--- src/rtl/pisc_pkg.sv ---
`default_nettype none
// ============================================================================
// PI speed controller package
// Shared widths, register indexes, queue depths and the structs that travel
// between the register file, the front part and the back part.
// ============================================================================
package pisc_pkg;

    localparam int GAIN_W   = 28;
    localparam int CAP_W    = 39;
    localparam int LIM_W    = 16;
    localparam int TGT_W    = 17;
    localparam int MEAS_W   = 16;
    localparam int ERR_W    = 17;
    localparam int SUM_W    = 40;
    localparam int FRAC_W   = 24;
    localparam int DUTY_W   = 16;

    localparam int DATA_W   = 64;
    localparam int ADDR_W   = 6;
    localparam int IDX_W    = 3;

    localparam int MID_DEPTH = 4;
    localparam int MID_AW    = $clog2(MID_DEPTH);
    localparam int MID_CW    = MID_AW + 1;
    localparam int OUT_DEPTH = 8;
    localparam int OUT_AW    = $clog2(OUT_DEPTH);
    localparam int OUT_CW    = OUT_AW + 1;

    // Register indexes (byte address is 8 times the index).
    localparam logic [IDX_W-1:0] REG_KP         = 3'd0;
    localparam logic [IDX_W-1:0] REG_KI         = 3'd1;
    localparam logic [IDX_W-1:0] REG_CAP        = 3'd2;
    localparam logic [IDX_W-1:0] REG_OUT_MIN    = 3'd3;
    localparam logic [IDX_W-1:0] REG_OUT_MAX    = 3'd4;
    localparam logic [IDX_W-1:0] REG_TARGET_MIN = 3'd5;
    localparam logic [IDX_W-1:0] REG_TARGET_MAX = 3'd6;

    localparam logic [GAIN_W-1:0] KP_RESET  = 28'd1006632;
    localparam logic [GAIN_W-1:0] KI_RESET  = 28'd3355;
    localparam logic [CAP_W-1:0]  CAP_RESET = {CAP_W{1'b1}};

    typedef struct packed {
        logic [GAIN_W-1:0] kp;
        logic [GAIN_W-1:0] ki;
        logic [CAP_W-1:0]  integral_cap;
        logic [LIM_W-1:0]  out_min;
        logic [LIM_W-1:0]  out_max;
        logic [LIM_W-1:0]  target_min;
        logic [LIM_W-1:0]  target_max;
    } t_cfg;

    // One classified item waiting for the back part.
    typedef struct packed {
        logic signed [ERR_W-1:0] err;
        logic signed [SUM_W-1:0] sum;
    } t_work;

endpackage
`default_nettype wire

--- src/rtl/pisc_regs.sv ---
`default_nettype none
// ============================================================================
// PI speed controller register file
// APB-style configuration registers with read-back.
// ============================================================================
module pisc_regs (
    input  wire                             i_clk,
    input  wire                             i_rst_n,
    input  wire                             psel,
    input  wire                             penable,
    input  wire                             pwrite,
    input  wire  [pisc_pkg::ADDR_W-1:0]     paddr,
    input  wire  [pisc_pkg::DATA_W-1:0]     pwdata,
    output logic [pisc_pkg::DATA_W-1:0]     prdata,
    output logic                            pready,
    output pisc_pkg::t_cfg                  o_cfg
);

    pisc_pkg::t_cfg                 r_cfg;
    logic [pisc_pkg::IDX_W-1:0]     w_idx;
    logic                           w_wr;

    assign w_idx  = paddr[pisc_pkg::ADDR_W-1:pisc_pkg::ADDR_W-pisc_pkg::IDX_W];
    assign w_wr   = psel & penable & pwrite;
    assign pready = 1'b1;
    assign o_cfg  = r_cfg;

    always_ff @(posedge i_clk) begin
        if (!i_rst_n) begin
            r_cfg.kp           <= pisc_pkg::KP_RESET;
            r_cfg.ki           <= pisc_pkg::KI_RESET;
            r_cfg.integral_cap <= pisc_pkg::CAP_RESET;
            r_cfg.out_min      <= '0;
            r_cfg.out_max      <= '1;
            r_cfg.target_min   <= '0;
            r_cfg.target_max   <= '1;
        end else if (w_wr) begin
            case (w_idx)
                pisc_pkg::REG_KP:         r_cfg.kp <= pwdata[pisc_pkg::GAIN_W-1:0];
                pisc_pkg::REG_KI:         r_cfg.ki <= pwdata[pisc_pkg::GAIN_W-1:0];
                pisc_pkg::REG_CAP:        r_cfg.integral_cap <= pwdata[pisc_pkg::CAP_W-1:0];
                pisc_pkg::REG_OUT_MIN:    r_cfg.out_min <= pwdata[pisc_pkg::LIM_W-1:0];
                pisc_pkg::REG_OUT_MAX:    r_cfg.out_max <= pwdata[pisc_pkg::LIM_W-1:0];
                pisc_pkg::REG_TARGET_MIN: r_cfg.target_min <= pwdata[pisc_pkg::LIM_W-1:0];
                pisc_pkg::REG_TARGET_MAX: r_cfg.target_max <= pwdata[pisc_pkg::LIM_W-1:0];
                default: ;
            endcase
        end
    end

    always_comb begin
        case (w_idx)
            pisc_pkg::REG_KP:
                prdata = {{(pisc_pkg::DATA_W-pisc_pkg::GAIN_W){1'b0}}, r_cfg.kp};
            pisc_pkg::REG_KI:
                prdata = {{(pisc_pkg::DATA_W-pisc_pkg::GAIN_W){1'b0}}, r_cfg.ki};
            pisc_pkg::REG_CAP:
                prdata = {{(pisc_pkg::DATA_W-pisc_pkg::CAP_W){1'b0}}, r_cfg.integral_cap};
            pisc_pkg::REG_OUT_MIN:
                prdata = {{(pisc_pkg::DATA_W-pisc_pkg::LIM_W){1'b0}}, r_cfg.out_min};
            pisc_pkg::REG_OUT_MAX:
                prdata = {{(pisc_pkg::DATA_W-pisc_pkg::LIM_W){1'b0}}, r_cfg.out_max};
            pisc_pkg::REG_TARGET_MIN:
                prdata = {{(pisc_pkg::DATA_W-pisc_pkg::LIM_W){1'b0}}, r_cfg.target_min};
            pisc_pkg::REG_TARGET_MAX:
                prdata = {{(pisc_pkg::DATA_W-pisc_pkg::LIM_W){1'b0}}, r_cfg.target_max};
            default:
                prdata = '0;
        endcase
    end

endmodule
`default_nettype wire

--- config.mk ---
export PLATFORM = sky130hd
export DESIGN_NAME = pisc_regs
export DESIGN_NICKNAME = d
export VERILOG_FILES = /design/src/rtl/pisc_pkg.sv /design/src/rtl/pisc_regs.sv
export SDC_FILE = /design/constraint.sdc
export NUM_CORES = 1
export LEC_CHECK = 0
export BUFFER_PORTS_ARGS = -buffer_cell sky130_fd_sc_hd__buf_4
export CAP_MARGIN = 20
export CORE_MARGIN = 1
export CORE_UTILIZATION = 44
export CTS_CLUSTER_DIAMETER = 60
export DETAILED_ROUTE_END_ITERATION = 7
export GPL_TIMING_DRIVEN = 0
export PLACE_DENSITY = 0.85
export SKIP_LAST_GASP = 1
export SYNTH_ARGS = -nofsm -noshare
export SYNTH_HDL_FRONTEND = slang
export SYNTH_SLANG_ARGS = --single-unit
--- constraint.sdc ---
create_clock -name i_clk -period 1.7 [get_ports i_clk]
set_input_delay 0.34 -clock i_clk [delete_from_list [all_inputs] [get_ports i_clk]]
set_output_delay 0.34 -clock i_clk [all_outputs]
set_load 0.05 [all_outputs]
==> impl_metrics.toml <==
[clock_tree]
cts_sinks = 159
cts_buffer_depth = 2
clkTransAtPathRegs_ns = 0.06
htreeDepth = 4
cts_buffers = 17
cts_root_buf = "clkbuf_16"
cts-hold-fix-buffers = 0
tritoncts = "yes"
clk-insertion-delay-late_ns = 0.44

[sta]
clock.fmax_ghz = 0.474
timing.final.crit_share = 1.24
fin_crit_ns = 2.11
setup_viol = 39
maxSlewViolCount = 0
hold_viol = 0
relSlewSlack = 0.403
worst_slack_ns = -0.408
rsz0062_at_grt = "true"
skew_ns = 0
tightest_slew_ns = 0.896

[global_routing]
grt_pass1_wl_um = 44700
antenna_found_initial = 0
grt_usage = 0.338
gr-total-overflow = 0
first_global_vias = 7626
grt_max_degree = 17

[final_layout]
largest_reg_flops = 159
utilization = 0.697
fin_cells = 1384
nFillCells = 1293
multi_input_area_um2 = 4240
antenna_cells = 0
synthToLayoutAreaGrowth_pct = 53.3
design.final.nets = 1226
layout-drive-gt1-share = 0.444
register_area_um2 = 3230

[routing]
dr_total_vias = 8029
wirelength_um = 31000
drcViolationCount = 0
detail-route-antenna-nets = 0
dr.pass1.iters = 5
drt-initial-drc-count = 916
via_per_inst = 5.80
wl_per_cell_um = 22.4

[yosys]
synth_cell_types = 32
synthCells = 828
yosys_warnings = 0
syn_area_per_cell_um2 = 9.18
ys_ff_latch = 159
synthArstFlopShare = 0
synth.area.top_cells = "dfxtp_1 42%, mux2i_1 15%, nand3_1 6.3%, nand2_1 4.9%, nor2b_1 4.2%"
synthesis.area_um2 = 7600
synth_ff_type = "dfxtp_1"
synth_top_area_share = 0.419
synth_top_area_cell = "dfxtp_1"
seq_area_frac_synth = 0.419
synth_enable_flop_cells = 0

[worst_setup_path]
critPathArrivalTime_ns = 1.77
timing.critical_path.slowest_stage_cell = "dfxtp_4"
crit_fanout = 2
path_cells = "mux2_4 > a32o_1 > a221o_2 > buf_8"
setup.worst_path.end_class = "primary output"
path_buf_inv = 1
cp-start-kind = "flop"
cp_top_family = "compound AO/OA/AOI/OAI gates"
reg2reg_from = "o_cfg[103]"
reg2reg_slack_ns = 0.83
critPathRequiredTime_ns = 1.36
worstSetupPathType = "reg -> out"
critPathLaunch = "o_cfg[106]"
cpPeakStageDelay_ns = 0.35

[floorplanning]
dieArea_um2 = 17800
coreArea_um2 = 16700
die_x_um = 133
boundaryPins = 299
row_count = 47
die_h_um = 133
initial_utilization = 0.455

[run]
cap_violations = 0

[power]
power_switching_share = 0.282
p_per_area_nw_per_um2 = 834
seqPwrFrac = 0.390
clkPwrFrac = 0.431
power.internal_mw = 6.98
leakagePower_nw = 5.13
ir_drop_mv = 0.821
p_sw_mw = 2.74
p_total_mw = 9.72
combPwrFrac = 0.179

[place]
portBuffers = 242
place_ws_ns = -0.662
dpl.cell_count = 1314
dp_hpwl_um = 20600
gp_congestion = 0.889

[outcome]
violations = "setup timing"
status = "complete, but fails checks"

[worst_hold_path]
min_from = "pwdata[36]"
hp-class = "in -> reg"
## final timing paths
check,end,cells past startpoint
worst max-delay path,prdata[3],4
worst min-delay path,o_cfg[100],3
worst max register to register,o_cfg[103],4
worst min register to register,o_cfg[135],2
## power by group through the flow
| stage | Combinational (mW) | Clock, mW | Sequential, mW |
|---|---|---|---|
| final | 1.74 | 4.19 | 3.79 |
| after global routing | 1.79 | 4.33 | 3.79 |
| after floorplan | 0.909 | 0 | 3.99 |
| after detailed placement | 1.50 | 0 | 3.88 |
| after CTS | 1.67 | 4.16 | 3.79 |
| after global placement | 1.48 | 0 | 3.87 |
## cell families (layout without fill, tap and decap cells)
kind of cell,after synthesis,after routing,share of synthesized area
compound gates,110,110,0.102
buf+inv,120,432,0.0851
flops,159,159,0.419
mux,147,147,0.208
other cells,2,26,0.000988
simple gates,290,290,0.185
## cell type report
| cell class | count | share of cell area |
|---|---|---|
| Buffer | 98 | 0.0641 |
| Sequential cell | 159 | 0.278 |
| Multi-Input combinational cell | 573 | 0.364 |
| Tap cell | 220 | 0.0236 |
| Inverter | 18 | 0.00580 |
| Clock inverter | 12 | 0.0153 |
| Clock buffer | 20 | 0.0401 |
| Timing Repair Buffer | 284 | 0.209 |
## metal layers
layer	up-vias	GRT usage	routed length [um]
li1	3500	-	-
met4	0	0.204	1570
met5	-	0	0
met2	573	0.539	14500
met1	3833	0.428	11800
met3	123	0.0594	3160
## metrics by stage
step                instance area, um^2  setup TNS [ns]  hold slack (ns)
detailed placement                10100          -29.97            0.465
global placement                  10100          -29.07            0.458
finish                            11600           -7.94            0.136
global route                      11600           -8.78            0.146
floorplan                          8020           -1.72            0.482
CTS                               11400           -7.48            0.137
## cells in the mapped netlist (all sizes together) (2+ instances only)
library cell and instances:
dfxtp 159, nor3 2, nand2 102, a221o 10, a22oi 18, conb 2
nand3 95, o2bb2ai 10, inv 18, and2 14, mux2i 113, mux2 28
a21oi 6, nor2 20, a32o 10, nor2b 52, o21ai 39, clkbuf 39
mux4 6, buf 63, o211ai 17
## cells in the final DEF (no fill, tap or decap), types with 5 or more instances in the layout
master | netlist | layout
nand2_1 | 99 | 99
and2_4 | 0 | 10
mux4_2 | 6 | 6
a21oi_4 | 0 | 6
inv_1 | 18 | 18
nand3_1 | 95 | 95
clkbuf_16 | 0 | 18
buf_8 | 0 | 28
o211ai_1 | 17 | 17
conb_1 | 2 | 26
dfxtp_1 | 159 | 124
nor2_4 | 0 | 19
a22oi_1 | 18 | 5
buf_4 | 34 | 273
buf_2 | 19 | 11
dfxtp_2 | 0 | 32
clkbuf_1 | 39 | 31
o2bb2ai_1 | 10 | 10
clkbuf_8 | 0 | 5
mux2_4 | 0 | 12
o21ai_0 | 39 | 39
a22oi_2 | 0 | 13
a221o_2 | 0 | 10
nor2b_1 | 51 | 49
mux2i_1 | 113 | 111
a32o_1 | 10 | 10
buf_12 | 0 | 12
buf_6 | 6 | 21
mux2_2 | 27 | 16
## repair_timing
| action | 4_1_cts | 5_1_grt |
|---|---|---|
| pin swaps | 8 | 17 |
| endpoints found under the setup margin | 39 | 40 |
| gates resized for setup | 120 | 58 |
| setup buffers | 30 | 11 |
| cloned | 3 | 0 |
## tightest hold or removal path, stage by stage
cell and delay (ns):
buf_4 0.08, nand3_1 0.05, nand3_1 0.07
No activity file was read; power rests on OpenSTA's default activity.
