$ cat src/rtl/pisc_pkg.sv
`default_nettype none
// ============================================================================
// PI speed controller package
// Shared widths, register indexes, queue depths and the structs that travel
// between the register file, the front part and the back part.
// ============================================================================
package pisc_pkg;

    localparam int GAIN_W   = 28;
    localparam int CAP_W    = 39;
    localparam int LIM_W    = 16;
    localparam int TGT_W    = 17;
    localparam int MEAS_W   = 16;
    localparam int ERR_W    = 17;
    localparam int SUM_W    = 40;
    localparam int FRAC_W   = 24;
    localparam int DUTY_W   = 16;

    localparam int DATA_W   = 64;
    localparam int ADDR_W   = 6;
    localparam int IDX_W    = 3;

    localparam int MID_DEPTH = 4;
    localparam int MID_AW    = $clog2(MID_DEPTH);
    localparam int MID_CW    = MID_AW + 1;
    localparam int OUT_DEPTH = 8;
    localparam int OUT_AW    = $clog2(OUT_DEPTH);
    localparam int OUT_CW    = OUT_AW + 1;

    // Register indexes (byte address is 8 times the index).
    localparam logic [IDX_W-1:0] REG_KP         = 3'd0;
    localparam logic [IDX_W-1:0] REG_KI         = 3'd1;
    localparam logic [IDX_W-1:0] REG_CAP        = 3'd2;
    localparam logic [IDX_W-1:0] REG_OUT_MIN    = 3'd3;
    localparam logic [IDX_W-1:0] REG_OUT_MAX    = 3'd4;
    localparam logic [IDX_W-1:0] REG_TARGET_MIN = 3'd5;
    localparam logic [IDX_W-1:0] REG_TARGET_MAX = 3'd6;

    localparam logic [GAIN_W-1:0] KP_RESET  = 28'd1006632;
    localparam logic [GAIN_W-1:0] KI_RESET  = 28'd3355;
    localparam logic [CAP_W-1:0]  CAP_RESET = {CAP_W{1'b1}};

    typedef struct packed {
        logic [GAIN_W-1:0] kp;
        logic [GAIN_W-1:0] ki;
        logic [CAP_W-1:0]  integral_cap;
        logic [LIM_W-1:0]  out_min;
        logic [LIM_W-1:0]  out_max;
        logic [LIM_W-1:0]  target_min;
        logic [LIM_W-1:0]  target_max;
    } t_cfg;

    // One classified item waiting for the back part.
    typedef struct packed {
        logic signed [ERR_W-1:0] err;
        logic signed [SUM_W-1:0] sum;
    } t_work;

endpackage
`default_nettype wire

$ cat src/rtl/pisc_back.sv
`default_nettype none
// ============================================================================
// PI speed controller back part
// Two-stage multiply and sum pipeline computing the clamped duty, followed by
// the result queue. Items are issued only when the queue has room for them.
// ============================================================================
module pisc_back (
    input  wire                                 i_clk,
    input  wire                                 i_rst_n,
    input  wire pisc_pkg::t_cfg                 i_cfg,
    input  wire                                 i_work_valid,
    input  wire pisc_pkg::t_work                i_work,
    output logic                                o_work_pop,
    input  wire                                 i_pop,
    output logic                                o_empty,
    output logic [pisc_pkg::DUTY_W-1:0]         o_duty
);

    localparam int PK_W  = pisc_pkg::GAIN_W + 1 + pisc_pkg::ERR_W;
    localparam int HI_W  = pisc_pkg::SUM_W - pisc_pkg::FRAC_W;
    localparam int PH_W  = pisc_pkg::GAIN_W + 1 + HI_W;
    localparam int PL_W  = pisc_pkg::GAIN_W + pisc_pkg::FRAC_W;
    localparam int ACC_W = PL_W + 2;
    localparam int Q_W   = ACC_W - pisc_pkg::FRAC_W;
    localparam int D_W   = PH_W + 3;

    logic                                   r_va;
    logic                                   r_vb;
    logic signed [PK_W-1:0]                 r_pk;
    logic signed [PH_W-1:0]                 r_ph_a;
    logic [PL_W-1:0]                        r_pl;
    logic signed [PH_W-1:0]                 r_ph_b;
    logic signed [Q_W-1:0]                  r_q;

    logic signed [pisc_pkg::GAIN_W:0]       w_kp_s;
    logic signed [pisc_pkg::GAIN_W:0]       w_ki_s;
    logic signed [HI_W-1:0]                 w_hi;
    logic [pisc_pkg::FRAC_W-1:0]            w_lo;
    logic signed [PK_W-1:0]                 n_pk;
    logic signed [PH_W-1:0]                 n_ph;
    logic [PL_W-1:0]                        n_pl;
    logic signed [ACC_W-1:0]                w_acc;
    logic signed [D_W-1:0]                  w_duty;
    logic [pisc_pkg::DUTY_W-1:0]            n_duty;

    logic [pisc_pkg::DUTY_W-1:0]            r_outq [pisc_pkg::OUT_DEPTH];
    logic [pisc_pkg::OUT_AW-1:0]            r_wr_ptr;
    logic [pisc_pkg::OUT_AW-1:0]            r_rd_ptr;
    logic [pisc_pkg::OUT_CW-1:0]            r_count;
    logic [pisc_pkg::OUT_CW-1:0]            w_used;
    logic                                   w_pop;

    // Room is reserved for everything already in the pipeline.
    assign w_used     = r_count + {{(pisc_pkg::OUT_CW-1){1'b0}}, r_va}
                                + {{(pisc_pkg::OUT_CW-1){1'b0}}, r_vb};
    assign o_work_pop = i_work_valid && (w_used < pisc_pkg::OUT_CW'(pisc_pkg::OUT_DEPTH));
    assign o_empty    = (r_count == '0);
    assign o_duty     = r_outq[r_rd_ptr];
    assign w_pop      = i_pop & ~o_empty;

    // Stage A: split the sum into signed high and unsigned low parts; form the products.
    always_comb begin
        w_kp_s = $signed({1'b0, i_cfg.kp});
        w_ki_s = $signed({1'b0, i_cfg.ki});
        w_hi   = i_work.sum[pisc_pkg::SUM_W-1:pisc_pkg::FRAC_W];
        w_lo   = i_work.sum[pisc_pkg::FRAC_W-1:0];
        n_pk   = w_kp_s * i_work.err;
        n_ph   = w_ki_s * w_hi;
        n_pl   = i_cfg.ki * w_lo;
    end

    // Stage B: fractional part sum, floored by an arithmetic shift.
    assign w_acc = $signed({2'b00, r_pl})
                 + $signed({{(ACC_W-PK_W){r_pk[PK_W-1]}}, r_pk});

    // Result: an inverted range yields out_max above out_min and out_min otherwise.
    always_comb begin
        w_duty = $signed({{(D_W-PH_W){r_ph_b[PH_W-1]}}, r_ph_b})
               + $signed({{(D_W-Q_W){r_q[Q_W-1]}}, r_q});
        n_duty = w_duty[pisc_pkg::DUTY_W-1:0];
        if (w_duty >= $signed({{(D_W-pisc_pkg::LIM_W){1'b0}}, i_cfg.out_max})) begin
            n_duty = i_cfg.out_max;
        end
        if (w_duty <= $signed({{(D_W-pisc_pkg::LIM_W){1'b0}}, i_cfg.out_min})) begin
            n_duty = i_cfg.out_min;
        end
    end

    always_ff @(posedge i_clk) begin
        if (!i_rst_n) begin
            r_va     <= 1'b0;
            r_vb     <= 1'b0;
            r_wr_ptr <= '0;
            r_rd_ptr <= '0;
            r_count  <= '0;
        end else begin
            r_va <= o_work_pop;
            r_vb <= r_va;
            if (r_vb) begin
                r_wr_ptr <= r_wr_ptr + 1'b1;
            end
            if (w_pop) begin
                r_rd_ptr <= r_rd_ptr + 1'b1;
            end
            if (r_vb && !w_pop) begin
                r_count <= r_count + 1'b1;
            end else if (!r_vb && w_pop) begin
                r_count <= r_count - 1'b1;
            end
        end
    end

    always_ff @(posedge i_clk) begin
        if (o_work_pop) begin
            r_pk   <= n_pk;
            r_ph_a <= n_ph;
            r_pl   <= n_pl;
        end
        if (r_va) begin
            r_ph_b <= r_ph_a;
            r_q    <= w_acc[ACC_W-1:pisc_pkg::FRAC_W];
        end
        if (r_vb) begin
            r_outq[r_wr_ptr] <= n_duty;
        end
    end

endmodule
`default_nettype wire
$ cat config.mk
export PLATFORM = sky130hd
export DESIGN_NAME = pisc_back
export DESIGN_NICKNAME = d
export VERILOG_FILES = /design/src/rtl/pisc_pkg.sv /design/src/rtl/pisc_back.sv
export SDC_FILE = /design/constraint.sdc
export NUM_CORES = 2
export LEC_CHECK = 0
export BUFFER_PORTS_ARGS = -buffer_cell sky130_fd_sc_hd__buf_4
export CELL_PAD_IN_SITES_DETAIL_PLACEMENT = 1
export CELL_PAD_IN_SITES_GLOBAL_PLACEMENT = 2
export CORE_UTILIZATION = 31
export CTS_CLUSTER_DIAMETER = 30
export DETAILED_ROUTE_END_ITERATION = 10
export GPL_TIMING_DRIVEN = 0
export PLACE_DENSITY = 0.68
export SYNTH_ARGS = -nofsm -noshare
export SYNTH_HDL_FRONTEND = slang
export SYNTH_SLANG_ARGS = --single-unit
$ cat constraint.sdc
create_clock -name i_clk -period 24.2 [get_ports i_clk]
set_input_delay 3.63 -clock i_clk [delete_from_list [all_inputs] [get_ports i_clk]]
set_output_delay 3.63 -clock i_clk [all_outputs]
set_load 0.005 [all_outputs]
==> results.json <==
{
  "status": "finished, final reports clean",
  "route.detailed.drc": 0,
  "worst_pin_slew_ns": 1.42,
  "slew_viol_final": 0,
  "min_period_ns": 12.76,
  "nets": 9519,
  "start_util_pct": 31.2,
  "dpl.hpwl_microns": 202000,
  "yosys_warnings": 0,
  "ctsHtreeMaxLevel": 3,
  "synth_area_leader_cell": "fa_1",
  "synthArstFlopShare_pct": 0,
  "cts_resized": 0,
  "path_clk_slew_ns": 0.05,
  "core_area_sq_mm": 0.222,
  "wl_per_cell_microns": 23.0,
  "clock.fmax_ghz": 0.0784,
  "critPathBufInv": 7,
  "die_w_microns": 475,
  "grt_pass1_vias": 56200,
  "grt_pass1_wl_microns": 361000,
  "post-cts-setup-buffers": 0,
  "grt-ovfl-total": 0,
  "clockRootBuffer": "clkbuf_16",
  "cpMaxStageDelayCell": "clkbuf_1",
  "numCtsBuffers": 82,
  "portBuffers": 98,
  "die_h_microns": 475,
  "cp.required_ns": 24.65,
  "final_util_pct": 34.6,
  "setup_violations": 0,
  "clock_sinks": 361,
  "start_kind": "primary input",
  "post-route-period-util_pct": 52.7,
  "vias_per_cell": 4.89,
  "wl_microns": 240000,
  "slowest_delay_ns": 0.86,
  "pin_count": 238,
  "slew_headroom_pct": 5.51,
  "drive_above_1_share_pct": 4.67,
  "final_cell_mix": "inv_1 (1574), fa_1 (1323), nand2_1 (943), and2_1 (721), ha_1 (609)",
  "crit_path_frequent_cell": "fa_1",
  "syn_area_sq_mm": 0.0693,
  "rsz0062_at_grt": "no",
  "hp-class": "reg -> reg",
  "hold_violations": 0,
  "instances_no_fill": 10400,
  "ys_ff_latch": 361,
  "postSynthNetCount": 9326,
  "ant_nets": 0,
  "synthTopCellsByArea": "fa_1 (38%), edfxtp_1 (15%), ha_1 (11%), inv_1 (8.5%), and2_1 (6.5%)",
  "rows": 173,
  "clkLatencyLatePin_ns": 0.72,
  "grt_start_max_net_pins": 71,
  "cap_violations": 0,
  "ys.flop_type": "edfxtp_1",
  "syn_inst": 7174,
  "synth_edf_count": 346,
  "antenna_found_initial": 46,
  "firstDrtPassIters": 5,
  "crit_path_max_fanout": 10,
  "clockBufferDepth": 3,
  "seq_area_frac_synth_pct": 15.4,
  "final_common_cell": "inv_1",
  "vias": 51000,
  "yosysUniqueCellTypes": 90,
  "fin_tns_setup_ns": 0,
  "area_delta_synth_final_pct": 11.1,
  "synth_top_area_share_pct": 38.2,
  "critPathArrivalTime_ns": 13.21,
  "hold_buffers": 0,
  "finalClockSkew_ns": 0.0704,
  "cts_tree": "built",
  "place_inst": 10300,
  "critPathCaptureType": "flop",
  "dieArea_sq_mm": 0.225,
  "grt_usage_pct": 21.8,
  "worstSetupPathType": "in -> reg",
  "place.gp.congestion": 0.917,
  "drt_iter0_drc": 3187,
  "avgSynthCellArea_sq_um": 9.65,
  "crit_family": "adder cells"
}
worst register-to-register path: cells and delay by family (launching register included):
family	cells	cell delay, ns
flip-flops	1	0.67
adder cells (fa/ha/maj)	1	0.48
AO/OA/AOI/OAI	6	2.33
AND/OR/NAND/NOR	4	1.13
multiplexers	2	0.96
buffers and inverters	2	0.75
per-layer routing:
metal / wire length [microns] / track usage, %
met5: 26 / 0
met4: 6030 / 5.68
met3: 14500 / 3.28
met2: 111000 / 35.2
met1: 109000 / 30.3
state kept, by name (all words and copies together), names as in the netlist, named ones only:
name / count
r_count: 4
r_rd_ptr: 3
r_vb: 1
r_ph_a: 45
r_outq: 128
r_q: 30
r_pl: 52
r_ph_b: 45
r_va: 1
r_wr_ptr: 3
r_pk: 46
logic make-up after synthesis:
kind of cell	Yosys count	share of synthesized area, %
adders and majority gates	1932	49.2
xor gates and xnor gates	193	2.44
DFF	361	15.4
muxes	84	1.82
and+or+nand+nor	2049	14.6
buffers and inverters	1907	10.4
AOI/OAI and AO/OA	648	6.08
layout make-up:
class                           instances  area, sq um
Inverter                             1574         5910
Clock inverter                         53          787
Timing Repair Buffer                  109          931
Antenna cell                           20         50.0
Buffer                                333         1310
Tap cell                             2975         3720
Sequential cell                       361        10700
Clock buffer                           98         2160
Multi-Input combinational cell       4906        51400
Fill cell                           25500       145000
cells in the mapped netlist, drive strengths merged (4+ instances only):
library cell	count
nor4	9
a211oi	17
a31oi	26
o22ai	8
nand2b	55
and3	13
o31ai	6
a21oi	207
a31o	7
a211o	6
mux2	18
o211ai	17
o21ai	110
nor2b	33
or2	4
nor3	24
a2111oi	9
a311oi	6
ha	609
xor2	58
nand3	40
mux2i	34
xnor2	135
clkbuf	292
o2111ai	7
inv	1574
or3	11
fa	1323
o21a	41
buf	41
and2	723
a21o	104
a21boi	10
and4	5
nand2	943
mux4	32
dfxtp	15
nand4	38
o21bai	34
edfxtp	346
nor2	142
metrics by stage:
step | setup slack (ns) | instance area, sq um | hold slack (ns)
after detailed placement | 10.84 | 73900 | 0.406
after floorplan | 13.36 | 69300 | 0.400
final | 11.44 | 76900 | 0.386
after CTS | 11.55 | 76900 | 0.384
after global placement | 10.94 | 73700 | 0.401
after global routing | 11.10 | 76900 | 0.405
worst paths after layout:
kind                                endpoint  slack [ns]        from  cells after the start
worst max register to register  r_outq[3][6]       17.61     r_q[29]                     15
worst min-delay path              r_ph_b[25]        0.39  r_ph_a[25]                      0
worst max-delay path                r_pl[46]       11.44   i_work[5]                     28
worst min register to register    r_ph_b[25]        0.39  r_ph_a[25]                      0
Power is not shown: default switching activity piles up to over one toggle a cycle in this logic, so the estimate is an artifact.
