$ cat src/rtl/pisc_pkg.sv
`default_nettype none
// ============================================================================
// PI speed controller package
// Shared widths, register indexes, queue depths and the structs that travel
// between the register file, the front part and the back part.
// ============================================================================
package pisc_pkg;

    localparam int GAIN_W   = 28;
    localparam int CAP_W    = 39;
    localparam int LIM_W    = 16;
    localparam int TGT_W    = 17;
    localparam int MEAS_W   = 16;
    localparam int ERR_W    = 17;
    localparam int SUM_W    = 40;
    localparam int FRAC_W   = 24;
    localparam int DUTY_W   = 16;

    localparam int DATA_W   = 64;
    localparam int ADDR_W   = 6;
    localparam int IDX_W    = 3;

    localparam int MID_DEPTH = 4;
    localparam int MID_AW    = $clog2(MID_DEPTH);
    localparam int MID_CW    = MID_AW + 1;
    localparam int OUT_DEPTH = 8;
    localparam int OUT_AW    = $clog2(OUT_DEPTH);
    localparam int OUT_CW    = OUT_AW + 1;

    // Register indexes (byte address is 8 times the index).
    localparam logic [IDX_W-1:0] REG_KP         = 3'd0;
    localparam logic [IDX_W-1:0] REG_KI         = 3'd1;
    localparam logic [IDX_W-1:0] REG_CAP        = 3'd2;
    localparam logic [IDX_W-1:0] REG_OUT_MIN    = 3'd3;
    localparam logic [IDX_W-1:0] REG_OUT_MAX    = 3'd4;
    localparam logic [IDX_W-1:0] REG_TARGET_MIN = 3'd5;
    localparam logic [IDX_W-1:0] REG_TARGET_MAX = 3'd6;

    localparam logic [GAIN_W-1:0] KP_RESET  = 28'd1006632;
    localparam logic [GAIN_W-1:0] KI_RESET  = 28'd3355;
    localparam logic [CAP_W-1:0]  CAP_RESET = {CAP_W{1'b1}};

    typedef struct packed {
        logic [GAIN_W-1:0] kp;
        logic [GAIN_W-1:0] ki;
        logic [CAP_W-1:0]  integral_cap;
        logic [LIM_W-1:0]  out_min;
        logic [LIM_W-1:0]  out_max;
        logic [LIM_W-1:0]  target_min;
        logic [LIM_W-1:0]  target_max;
    } t_cfg;

    // One classified item waiting for the back part.
    typedef struct packed {
        logic signed [ERR_W-1:0] err;
        logic signed [SUM_W-1:0] sum;
    } t_work;

endpackage
`default_nettype wire

$ cat src/rtl/pisc_front.sv
`default_nettype none
// ============================================================================
// PI speed controller front part
// Clamps the target, forms the speed error, updates the saturating error sum
// and places the pair in a short queue for the back part.
// ============================================================================
module pisc_front (
    input  wire                                 i_clk,
    input  wire                                 i_rst_n,
    input  wire pisc_pkg::t_cfg                 i_cfg,
    input  wire                                 i_push,
    input  wire  [pisc_pkg::TGT_W-1:0]          i_target_speed,
    input  wire  [pisc_pkg::MEAS_W-1:0]         i_measured_speed,
    output logic                                o_full,
    output logic                                o_work_valid,
    output pisc_pkg::t_work                     o_work,
    input  wire                                 i_work_pop
);

    localparam logic signed [pisc_pkg::SUM_W-1:0] SUM_MAX = {1'b0, {(pisc_pkg::SUM_W-1){1'b1}}};
    localparam logic signed [pisc_pkg::SUM_W-1:0] SUM_MIN = {1'b1, {(pisc_pkg::SUM_W-1){1'b0}}};

    logic                                   r_v1;
    logic signed [pisc_pkg::ERR_W-1:0]      r_err;
    logic signed [pisc_pkg::SUM_W-1:0]      r_sum;
    logic signed [pisc_pkg::ERR_W-1:0]      n_err;
    logic signed [pisc_pkg::SUM_W-1:0]      n_sum;

    pisc_pkg::t_work                        r_mid [pisc_pkg::MID_DEPTH];
    logic [pisc_pkg::MID_AW-1:0]            r_wr_ptr;
    logic [pisc_pkg::MID_AW-1:0]            r_rd_ptr;
    logic [pisc_pkg::MID_CW-1:0]            r_count;

    logic                                   w_accept;
    logic                                   w_pop;
    logic signed [pisc_pkg::TGT_W-1:0]      w_tgt;
    logic signed [pisc_pkg::SUM_W:0]        w_wide;
    logic signed [pisc_pkg::SUM_W-1:0]      w_sat;

    // The stage register counts against the queue room so it can always drain.
    assign o_full       = (r_count + {{(pisc_pkg::MID_CW-1){1'b0}}, r_v1})
                          >= pisc_pkg::MID_CW'(pisc_pkg::MID_DEPTH);
    assign w_accept     = i_push & ~o_full;
    assign o_work_valid = (r_count != '0);
    assign o_work       = r_mid[r_rd_ptr];
    assign w_pop        = i_work_pop & o_work_valid;

    // Upper clamp first, then lower, so an inverted range yields target_min.
    always_comb begin
        w_tgt = $signed(i_target_speed);
        if (w_tgt > $signed({1'b0, i_cfg.target_max})) begin
            w_tgt = $signed({1'b0, i_cfg.target_max});
        end
        if (w_tgt < $signed({1'b0, i_cfg.target_min})) begin
            w_tgt = $signed({1'b0, i_cfg.target_min});
        end
        n_err = w_tgt - $signed({1'b0, i_measured_speed});
    end

    // Sum saturates at its width before the cap is applied.
    always_comb begin
        w_wide = {r_sum[pisc_pkg::SUM_W-1], r_sum}
               + {{(pisc_pkg::SUM_W+1-pisc_pkg::ERR_W){r_err[pisc_pkg::ERR_W-1]}}, r_err};
        if (w_wide[pisc_pkg::SUM_W] != w_wide[pisc_pkg::SUM_W-1]) begin
            w_sat = w_wide[pisc_pkg::SUM_W] ? SUM_MIN : SUM_MAX;
        end else begin
            w_sat = w_wide[pisc_pkg::SUM_W-1:0];
        end
        n_sum = w_sat;
        if ((i_cfg.ki != '0) && (w_sat > $signed({1'b0, i_cfg.integral_cap}))) begin
            n_sum = $signed({1'b0, i_cfg.integral_cap});
        end
    end

    always_ff @(posedge i_clk) begin
        if (!i_rst_n) begin
            r_v1     <= 1'b0;
            r_sum    <= '0;
            r_wr_ptr <= '0;
            r_rd_ptr <= '0;
            r_count  <= '0;
        end else begin
            r_v1 <= w_accept;
            if (r_v1) begin
                r_sum    <= n_sum;
                r_wr_ptr <= r_wr_ptr + 1'b1;
            end
            if (w_pop) begin
                r_rd_ptr <= r_rd_ptr + 1'b1;
            end
            if (r_v1 && !w_pop) begin
                r_count <= r_count + 1'b1;
            end else if (!r_v1 && w_pop) begin
                r_count <= r_count - 1'b1;
            end
        end
    end

    always_ff @(posedge i_clk) begin
        if (w_accept) begin
            r_err <= n_err;
        end
        if (r_v1) begin
            r_mid[r_wr_ptr] <= '{err: r_err, sum: n_sum};
        end
    end

endmodule
`default_nettype wire

$ cat config.mk
export PLATFORM = sky130hd
export DESIGN_NAME = pisc_front
export DESIGN_NICKNAME = d
export VERILOG_FILES = /design/src/rtl/pisc_pkg.sv /design/src/rtl/pisc_front.sv
export SDC_FILE = /design/constraint.sdc
export NUM_CORES = 1
export LEC_CHECK = 0
export BUFFER_PORTS_ARGS = -buffer_cell sky130_fd_sc_hd__buf_2
export CELL_PAD_IN_SITES_DETAIL_PLACEMENT = 1
export CELL_PAD_IN_SITES_GLOBAL_PLACEMENT = 2
export CORE_ASPECT_RATIO = 2
export CORE_MARGIN = 2
export CORE_UTILIZATION = 39
export DETAILED_ROUTE_END_ITERATION = 8
export HOLD_SLACK_MARGIN = 0.05
export PLACE_DENSITY_LB_ADDON = 0.1
export SYNTH_ARGS = -nofsm -noshare
export SYNTH_HDL_FRONTEND = slang
export SYNTH_SLANG_ARGS = --single-unit
export TNS_END_PERCENT = 20
$ cat constraint.sdc
create_clock -name i_clk -period 9.05 [get_ports i_clk]
set_input_delay 1.81 -clock i_clk [delete_from_list [all_inputs] [get_ports i_clk]]
set_output_delay 1.81 -clock i_clk [all_outputs]
set_load 0.01 [all_outputs]
==> results by group, run 1 <==
Power and ir drop
  • Leak: 0.008082 uW
  • VDD IR max: 0.3434 mV
  • Combinational fraction of design power: 58.9%
  • Sw Pwr: around 3900 uW
  • Clock power frac: 12.7%
  • Internal power: between 4000 and 5000 uW
  • Switching share of power: a little under half
  • Total power: 8586 uW
  • Seq pwr share: about 28%
  • Power per cell area: 433.4 nW/um^2

Placement
  • GPL Wtd Cong: 0.8741
  • Setup WS pre-CTS: between 0.02 and 0.025 ns
  • DP Wirelength: 40,120 um
  • Port Buf Inserts: 194

Synth
  • Post-synth top area cell: edfxtp_1
  • Cell Area, Synth: 17,300 sq um
  • Post-synthesis sequential area ratio: 48.31%
  • Synth top area cells: edfxtp_1 (43%), ha_1 (9.7%), mux4_2 (7.4%), dfxtp_1 (5.8%), a21oi_1 (3.2%)
  • Synth top area share: 42.53%
  • Synth Register Bits: 295
  • Synth warn: 0
  • Syn Inst Count: 1,474
  • Yosys cell types: 90
  • Avg Inst Size Synth: around 12 sq um
  • Fraction of registers with async set or reset after synthesis: 0%
  • Post-synth top flop: edfxtp_1
  • Post-Syn Nets: around 1,800
  • Post-synth EDFFs: 245

CTS
  • Max Root-Sink Buffers: 3
  • TritonCTS buffer count: 26
  • Clock Latency Late Sink: a little under 0.6 ns
  • Clock Root Buffer: clkbuf_16
  • Clock Sinks: 295
  • H-Tree Depth: 1
  • Post-CTS sizing: 0
  • Hold Buf Count CTS: 0
  • CTS tree: built
  • Clock-pin slew on the worst setup and hold paths: around 0.07 ns
  • Post CTS Setup Buffer Count: 0

Worst setup path
  • Critical path's largest stage delay: 0.64 ns
  • CP Max Fanout: 6
  • Crit. End Element: flip-flop
  • Worst Setup SP: i_cfg[2]
  • RR Startpoint: r_err[6]$_DFFE_PP_
  • Most used cell, CP: a21o_1
  • CP Class: input pin to flip-flop
  • Critical Path AT: 8.64 ns
  • Worst setup SP type: input pin
  • Slowest cell on crit path: or4b_2
  • Worst EP required: 9.37 ns

Finish
  • Share of cells above drive strength 1: 24.34%
  • Layout area overhead: 14.53%
  • Antenna diode count: 0
  • Most frequent cells in the layout: edfxtp_1 (245), buf_2 (194), ha_1 (133), a21oi_1 (110), inv_1 (108)
  • Nets: 2,007
  • Leading cell type in the layout, fill and taps excluded: edfxtp_1

Min path
  • Hold Path Origin: r_sum[13]$_SDFFE_PN0P_
  • Worst hold path class: flip-flop to flip-flop

STA
  • Final min period: 8.316 ns
  • Sum Neg Setup Slack: 0 ns
  • Fmax: 120.3 MHz
  • Clk_skew: approximately 0.027 ns
  • Final hold vios: 0
  • Pins Over Slew Limit: 0
  • Setup ws final: 0.7340 ns
  • Period utilization: 91.89%
  • # setup viols final: 0
  • Slew @ Worst Pin: 1.055 ns
  • Unrepaired setup endpoints after global routing: no
  • Max_slew headroom: roughly 30%

Die
  • Initial Utilization: 39.27%
  • Die height: between 300 and 400 um
  • Core Region: 44,050 sq um
  • Cell row count: 109
  • # IOs: 255
  • Total die area: 46,160 sq um
  • Overall die width: 152.9 um

Route
  • Antenna viol nets, final: 0
  • DR iter-0 viols: 459
  • Vias per inst: between 5 and 6
  • Vias: 12,450
  • Wire per inst: 22.88 um
  • Drt first pass iters: 5
  • # DRC: 0
  • Total wire length: 51,440 um

Global route
  • Largest net degree at the start of global routing: 44
  • Gr usage total: 22.30%
  • First-pass GRT wire length: 79,000 um
  • Vias in the first global route: 13,500
  • Initial antenna violation count: 0
  • Gr ovfl total: 0

Outcome
  • Status: complete, no violations

Job
  • Max-cap violations: 0
[power by group through the flow]
stage / clock network (uW) / registers [uW] / logic (uW)
2_1_floorplan: 0 / 2380 / 3480
3_3_place_gp: 0 / 2460 / 4960
3_5_place_dp: 0 / 2480 / 5090
4_1_cts: 1120 / 2450 / 5120
5_1_grt: 1160 / 2480 / 5580
6_report: 1090 / 2450 / 5050
[state kept, by name, indices dropped and copies added (netlist names), named ones only]
register,count
r_mid,228
r_wr_ptr,2
r_count,3
r_rd_ptr,2
r_err,17
r_sum,40
r_v1,1
[layer usage]
layer / track usage (%) / share of wire (%)
met1: 24.06 / 37
met2: 44.43 / 56
met3: 1.834 / 2.6
met4: 8.664 / 3.9
met5: 0 / 0
[cell usage after synthesis (13+ instances only)]
library cell and number:
o21ai_0 53, dfxtp_1 50, mux2_2 24, buf_2 16, inv_1 108, nand2_1 79, clkbuf_1 34, nor2b_1 13
a21o_1 56, mux4_2 57, and2_1 15, nand3_1 27, nor3_1 35, nand4_1 22, ha_1 134, xnor2_1 24
a31oi_1 25, xor2_1 26, a21oi_1 110, and3_1 15, edfxtp_1 245, nor2_1 90
[logic make-up (layout without fill, tap and decap cells)]
kind of cell	after synthesis	in the layout	share of synthesized area, %
AOI/OAI and AO/OA	386	386	15.42
muxes	93	93	9.706
DFF	295	295	48.31
and+or+nand+nor	335	335	9.677
buffers and inverters	178	397	4.311
adders and majority gates	137	137	10.04
xor gates and xnor gates	50	50	2.531
[worst max-delay path: cells and delay by family]
family | cells | cell delay, ns
buffers and inverters | 5 | 0.41
adders and majority gates | 5 | 1.57
xor gates and xnor gates | 1 | 0.08
muxes | 1 | 0.31
and+or+nand+nor | 4 | 0.93
AOI/OAI and AO/OA | 15 | 3.50
[worst paths after layout]
check / end / slack [ns] / depth (start not counted)
worst max-delay path: r_err[16]$_DFFE_PP_ / 0.73 / 31
worst min-delay path: r_sum[13]$_SDFFE_PN0P_ / 0.48 / 2
worst max register to register: r_mid[1][29]$_DFFE_PP_ / 0.89 / 25
worst min register to register: r_sum[13]$_SDFFE_PN0P_ / 0.48 / 2
[stage by stage]
step	util [%]	hold WS (ns)	std cells	instance area, sq um
after floorplan	-	0.4478	1474	17300
after global placement	43.12	0.4657	2201	19000
after detailed placement	43.12	0.4696	2201	19000
after CTS	44.98	0.4815	2248	19810
after global routing	44.98	0.4988	2248	19810
final	44.98	0.4793	2248	19810
[final cells by class]
cell class / instances / area, sq um
Clock buffer: 30 / 665.6
Fill cell: 4767 / 24240
Inverter: 110 / 412.9
Clock inverter: 17 / 150.1
Tap cell: 555 / 694.4
Timing Repair Buffer: 240 / 1316
Sequential cell: 295 / 8363
Multi-Input combinational cell: 1001 / 8210
Power figures use the tool's default switching activity.
==> run 2, diff against run 1 <==
--- a/config.mk
+++ b/config.mk
@@ -5,12 +5,13 @@
 export SDC_FILE = /design/constraint.sdc
 export NUM_CORES = 1
 export LEC_CHECK = 0
+export ABC_AREA = 1
 export BUFFER_PORTS_ARGS = -buffer_cell sky130_fd_sc_hd__buf_2
 export CELL_PAD_IN_SITES_DETAIL_PLACEMENT = 1
 export CELL_PAD_IN_SITES_GLOBAL_PLACEMENT = 2
 export CORE_ASPECT_RATIO = 2
 export CORE_MARGIN = 2
-export CORE_UTILIZATION = 39
+export CORE_UTILIZATION = 35
 export DETAILED_ROUTE_END_ITERATION = 8
 export HOLD_SLACK_MARGIN = 0.05
 export PLACE_DENSITY_LB_ADDON = 0.1
==> run 2 against run 1 <==
Effect of this change:
- sequential share of layout area shrank 2.3 points
- core utilization decreased by 5.0 points
- setup slack gained 0.63 ns
- clock skew grew 0.0031 ns
- synthesized area grew 6.7%
- clock-buffer cell count up 5
- first-iteration DRC count is 48% higher
- routed wire length up 20%
- clock power up 8%
==> results by group, run 2 <==
Outcome
  • Status: complete, no violations

Worst setup path
  • Critical Path AT: 8.01 ns
  • Worst EP required: 9.37 ns
  • Worst R2R Path Depth: 30
  • Slowest cell on crit path: fa_1
  • Worst r2r dst: r_mid[1][6]$_DFFE_PP_
  • Crit. End Element: flip-flop
  • Worst R2R Setup Slack: roughly 2 ns
  • Crit path to: r_err[12]$_DFFE_PP_
  • Critical path's largest stage delay: 0.41 ns
  • Worst setup SP type: input pin
  • CP Class: input pin to flip-flop
  • CP Max Fanout: 16
  • Worst Setup SP: i_cfg[8]
  • Most used cell, CP: nand2_1
  • RR Startpoint: r_err[16]$_DFFE_PP_

STA
  • Fmax: ~130 MHz
  • Sum Neg Setup Slack: 0 ns
  • Pins Over Slew Limit: 0
  • Final hold vios: 0
  • # setup viols final: 0
  • Final min period: 7.687 ns
  • Clk_skew: 0.03044 ns
  • Worst hold slack: approximately 0.46 ns
  • Period utilization: a little over four fifths
  • Unrepaired setup endpoints after global routing: no
  • Slew @ Worst Pin: between 1 and 1.5 ns
  • Max_slew headroom: 28.31%

Route
  • # DRC: 0
  • Total wire length: 61,500 um
  • Drt first pass iters: 5
  • Wire per inst: 19.58 um
  • DR iter-0 viols: between 600 and 700
  • Antenna viol nets, final: 0
  • Vias per inst: 5.032
  • Vias: 15,800

Min path
  • Worst hold path class: flip-flop to flip-flop

Die
  • # IOs: 255
  • Total die area: ~55,000 sq um
  • Cell row count: around 120
  • Core Region: 52,410 sq um
  • Die height: 328.8 um
  • Initial Utilization: around a third
  • Overall die width: 166.4 um

CTS
  • TritonCTS buffer count: 28
  • Clock-pin slew on the worst setup and hold paths: around 0.06 ns
  • Clock Sinks: 295
  • Post-CTS sizing: 0
  • Hold Buf Count CTS: 0
  • CTS tree: built
  • H-Tree Depth: 1
  • Clock Root Buffer: clkbuf_16
  • Clock Latency Late Sink: approximately 0.59 ns
  • Post CTS Setup Buffer Count: 0
  • Max Root-Sink Buffers: 3

Finish
  • Leading cell type in the layout, fill and taps excluded: nand2_1
  • Most frequent cells in the layout: nand2_1 (516), inv_1 (340), nor2_1 (294), edfxtp_1 (245), buf_2 (194)
  • Top reg by flops: r_mid
  • Register area: ~8400 sq um
  • Layout area overhead: 13.43%
  • Final Non-Filler Cells: 3,141
  • Share of cells above drive strength 1: 13.78%
  • Largest regs: r_mid (228), r_sum (40), r_err (17)
  • Largest register FFs: 228
  • Area of the multi-input gates: 8347 sq um
  • Cell area after layout: 20,940 sq um
  • Final Core Density: roughly two fifths
  • Fillers: roughly 6,400
  • Nets: approximately 2,800

Synth
  • Synth top area cells: edfxtp_1 (40%), nand2_1 (10%), ha_1 (9.1%), inv_1 (7.0%), nor2_1 (6.0%)
  • Post-synth EDFFs: 245
  • Syn Inst Count: 2,282
  • Post-Syn Nets: 2,615
  • Yosys cell types: 44
  • Most frequent cell after synthesis: nand2_1
  • Post-synthesis sequential area ratio: 45.28%
  • Cell Area, Synth: around 18,000 sq um
  • Fraction of registers with async set or reset after synthesis: 0%
  • Most frequent cells after synthesis: nand2_1 (516), inv_1 (346), nor2_1 (294)
  • Synth Register Bits: 295
  • Avg Inst Size Synth: 8.089 sq um
  • Synth warn: 0
  • Post-synth top flop: edfxtp_1
  • Synth top area share: 39.86%
  • Post-synth top area cell: edfxtp_1

Placement
  • GPL Wtd Cong: slightly below 0.9
  • Dpl cell area: ~20,000 sq um
  • Port Buf Inserts: approximately 190
  • DP Wirelength: about 48,000 um
  • Placed insts: 3,090

Power and ir drop
  • VDD IR max: 0.2176 mV
  • Power per cell area: 448.7 nW/um^2
  • Leak: 0.009875 uW

Global route
  • First-pass GRT wire length: 93,320 um
  • Gr usage total: between 20 and 25%
  • Vias in the first global route: 16,770
  • Largest net degree at the start of global routing: 103
  • Initial antenna violation count: 1
  • Gr ovfl total: 0

Job
  • Max-cap violations: 0
## run 2: cell types whose count changed after synthesis, sizes merged, moves of 22 or more
cell	previous run	this run
nand3	28	160
nor3	36	14
mux4	57	0
a21o	56	2
mux2	28	0
nand2	79	524
nor2	91	302
inv	109	352
o21ai	67	192
a31oi	25	1
o22ai	2	57
## run 2: worst max-delay path: cells and delay by family
family / cells / cell delay, ns
adders and majority gates: 5 / 1.47
buffers and inverters: 6 / 0.78
AOI/OAI and AO/OA: 12 / 2.44
xor gates and xnor gates: 1 / 0.16
and+or+nand+nor: 11 / 1.35
## run 2: layout make-up
| type | count | share of cell area, % |
|---|---|---|
| Multi-Input combinational cell | 1558 | 39.86 |
| Clock buffer | 35 | 3.520 |
| Tap cell | 665 | 3.974 |
| Antenna cell | 1 | 0.01195 |
| Sequential cell | 295 | 39.95 |
| Clock inverter | 15 | 0.8067 |
| Timing Repair Buffer | 220 | 5.569 |
| Inverter | 352 | 6.310 |
## run 2: cell families after synthesis
kind of cell	synth area share, %
buffers and inverters	9.503
AOI/OAI and AO/OA	10.68
adders and majority gates	9.408
DFF	45.28
and+or+nand+nor	24.18
xor gates and xnor gates	0.9490
## run 2: metal layers
metal	vias to the layer above	share of wire [%]	global-route usage, %
met4	0	4.2	8.958
met2	292	54	43.74
li1	7867	-	-
met1	7567	39	24.03
met5	-	0	0
met3	78	3.1	1.997
## run 2: where the power goes
part	switching, uW	internal (uW)
combinational	3990	1680
sequential	175	2370
clock	536	645
total	4700	4690
## run 2: stage by stage
stage | power, uW | setup slack (ns)
floorplan | 6528 | 2.353
global placement | 8095 | 0.7729
detailed placement | 8311 | 0.6363
CTS | 9534 | 1.271
global route | 10290 | 0.6568
finish | 9395 | 1.363
## run 2: worst min path at each step
stage / start / end / slack, ns / cells past startpoint
floorplan: r_rd_ptr[1]$_SDFFE_PN0P_ / flip-flop / 0.44 / 2
global placement: r_rd_ptr[1]$_SDFFE_PN0P_ / flip-flop / 0.44 / 2
detailed placement: r_rd_ptr[1]$_SDFFE_PN0P_ / flip-flop / 0.45 / 2
CTS: r_rd_ptr[1]$_SDFFE_PN0P_ / flip-flop / 0.46 / 2
global route: r_rd_ptr[1]$_SDFFE_PN0P_ / flip-flop / 0.50 / 2
finish: r_rd_ptr[1]$_SDFFE_PN0P_ / flip-flop / 0.46 / 2
==> run 3, diff against run 2 <==
--- a/config.mk
+++ b/config.mk
@@ -5,7 +5,7 @@
 export SDC_FILE = /design/constraint.sdc
 export NUM_CORES = 1
 export LEC_CHECK = 0
-export ABC_AREA = 1
+export ABC_AREA = 0
 export BUFFER_PORTS_ARGS = -buffer_cell sky130_fd_sc_hd__buf_2
 export CELL_PAD_IN_SITES_DETAIL_PLACEMENT = 1
 export CELL_PAD_IN_SITES_GLOBAL_PLACEMENT = 2
==> constraint.sdc (replaced) <==
create_clock -name i_clk -period 6.4 [get_ports i_clk]
set_input_delay 1.28 -clock i_clk [delete_from_list [all_inputs] [get_ports i_clk]]
set_output_delay 1.28 -clock i_clk [all_outputs]
set_load 0.01 [all_outputs]
==> run 3 against run 2 <==
Effect of this change:
- the flow now finishes with violations (negative setup slack)
- sequential cell count unchanged
- routed wire length fell by 8.5%
- final cell count is 18% lower
- design area up 9.4%
- die area down 6.2%
- register-to-register slack got worse by 1.8 ns
- power is 55% higher
- first-iteration DRC count fell by 21%
- clock-buffer cell count decreased by 4
- critical path depth increased by 1
- non-clock buffer count up 269
- largest cell class is now multi-input combinational cells
==> results by group, run 3 (same netlist as run 1, synthesis figures left out) <==
Power and ir drop
  • VDD IR max: ~0.28 mV
  • Switching share of power: 42.24%
  • Seq pwr share: between 20% and 30%
  • Internal power: around 8400 uW
  • Clock power frac: about an eighth
  • Leak: 0.009524 uW
  • Sw Pwr: 6160 uW
  • Combinational fraction of design power: 64.4%
  • Power per cell area: between 600 and 700 nW/um^2

Die
  • Cell row count: 115
  • Total die area: 51,330 sq um
  • # IOs: roughly 260
  • Overall die width: 161.2 um
  • Initial Utilization: 35.26%
  • Die height: 318.4 um
  • Core Region: 49,070 sq um

Finish
  • Largest regs: r_mid (228), r_sum (40), r_err (17)
  • Layout area overhead: 32.40%
  • Top reg by flops: r_mid
  • Most frequent cells in the layout: buf_4 (277), edfxtp_1 (245), buf_2 (192), ha_1 (107), inv_1 (103)
  • Antenna diode count: 0
  • Largest register FFs: 228
  • Share of cells above drive strength 1: 40.31%
  • Register area: ~8400 sq um
  • Area of the multi-input gates: 9039 sq um
  • Leading cell type in the layout, fill and taps excluded: buf_4
  • Final Non-Filler Cells: 2,588
  • Nets: 2,257
  • Fillers: 5,336

Route
  • Antenna viol nets, final: 0
  • Wire per inst: between 20 and 25 um
  • Total wire length: 56,310 um
  • Vias: 13,450
  • Drt first pass iters: 4
  • DR iter-0 viols: 538
  • Vias per inst: 5.197
  • # DRC: 0

CTS
  • Clock Root Buffer: clkbuf_16
  • Clock Sinks: ~300
  • H-Tree Depth: 1
  • Max Root-Sink Buffers: 3
  • Clock-pin slew on the worst setup and hold paths: 0.07 ns
  • Clock Latency Late Sink: slightly below 0.6 ns
  • TritonCTS buffer count: 27
  • CTS tree: built

Global route
  • GRT met2 Usage: 44.87%
  • First-pass GRT wire length: 86,000 um
  • Largest net degree at the start of global routing: 42
  • GR Layer Usage met1: 22.64%
  • Vias in the first global route: 15,070
  • GR peak layer: met2
  • Gr usage total: between 20% and 30%
  • Met3 Track Usage GR: 2.344%
  • Initial antenna violation count: 1
  • Gr ovfl total: 0

Worst setup path
  • Most used cell, CP: a21o_1
  • Critical Path AT: 7.08 ns
  • Slowest cell on crit path: fa_2
  • CP Max Fanout: 5
  • Crit. End Element: flip-flop
  • WP buf/inv: 4
  • CP top delay family: compound AO/OA/AOI/OAI gates
  • CP Class: input pin to flip-flop
  • Worst EP required: 6.73 ns
  • Critical path's largest stage delay: ~0.35 ns
  • Worst setup SP type: input pin

STA
  • Unrepaired setup endpoints after global routing: yes
  • Setup ws final: -0.3498 ns
  • Pins Over Slew Limit: 0
  • Slew @ Worst Pin: 0.9936 ns
  • Final hold vios: 0
  • Fmax: approximately 150 MHz
  • Clk_skew: 0.01881 ns
  • Max_slew headroom: roughly a third
  • Final min period: 6.750 ns
  • Period utilization: 105.5%
  • # setup viols final: 6

Placement
  • DP Wirelength: 44,380 um
  • Placed insts: 2,511
  • GPL Wtd Cong: between 0.8 and 0.9
  • Port Buf Inserts: just under 200
  • Setup WS pre-CTS: -1.326 ns

Outcome
  • Failing checks: negative setup slack
  • Status: complete, but fails checks

Job
  • Max-cap violations: 0

Min path
  • Worst hold path class: flip-flop to flip-flop
[run 3: cell count changes in the layout (fill, tap and decap cells not counted), moves of 57 or more]
cell | before | now
buf_4 | 26 | 277
inv_1 | 340 | 103
mux4_2 | 0 | 57
nand2_1 | 516 | 75
nand3_1 | 118 | 26
nor2_1 | 294 | 79
o21ai_0 | 180 | 37
[run 3: power groups by stage]
stage	Sequential, uW	Combinational, uW	Clock [uW]
final	3470	9390	1720
after global routing	3520	10300	1820
after CTS	3480	9080	1770
after detailed placement	3520	8570	0
after global placement	3490	8320	0
after floorplan	3370	4940	0
[run 3: final timing paths]
path                                              from                      to  slack, ns  cells after the start
worst max-delay path                 i_target_speed[2]     r_err[16]$_DFFE_PP_      -0.35                     36
worst min-delay path            r_sum[11]$_SDFFE_PN0P_  r_sum[11]$_SDFFE_PN0P_       0.50                      2
worst max register to register     r_err[16]$_DFFE_PP_  r_mid[3][34]$_DFFE_PP_       0.18                     30
worst min register to register  r_sum[11]$_SDFFE_PN0P_  r_sum[11]$_SDFFE_PN0P_       0.50                      2
[run 3: per-stage QoR]
step | power, uW | setup TNS, ns | cell area [sq um] | utilization, % | hold WS (ns)
after floorplan | 8313 | -3.244 | 17410 | - | 0.4478
after global placement | 11810 | -92.24 | 20910 | 42.62 | 0.4822
after detailed placement | 12080 | -105.93 | 20910 | 42.62 | 0.4865
after CTS | 14320 | -1.766 | 22420 | 45.69 | 0.5001
after global routing | 15600 | -3.853 | 22900 | 46.68 | 0.5250
final | 14580 | -1.448 | 22900 | 46.68 | 0.5023
[run 3: worst reg2reg max path: cells and delay by family (launching register included)]
family,cells,cell delay [ns]
and+or+nand+nor,7,1.13
AOI/OAI and AO/OA,10,1.83
muxes,1,0.15
buffers and inverters,9,1.50
DFF,1,0.40
adders and majority gates,3,0.94
[run 3: cell type report]
cell class                 count  share of cell area, %
sequential                   295                  36.51
tap                          643                  3.513
timing repair buffer         489                  14.59
multi-input combinational   1001                  39.46
clock inverter                19                  1.016
inverter                     110                  1.846
clock buffer                  31                  3.059
[run 3: timing repair]
action                                  4_1_cts  5_1_grt
resized for setup                            85       75
gates cloned                                  1        1
hold buffers                                  0        0
hold endpoints to repair                      0        0
pin swaps                                    34       52
setup buffers                                23       12
endpoints found under the setup margin      207      206
[run 3: metal layers]
| layer | vias up | wire length [um] |
|---|---|---|
| met5 | - | 8 |
| met4 | 2 | 1914 |
| met3 | 78 | 1886 |
| met1 | 6614 | 20310 |
| met2 | 271 | 32180 |
| li1 | 6484 | - |
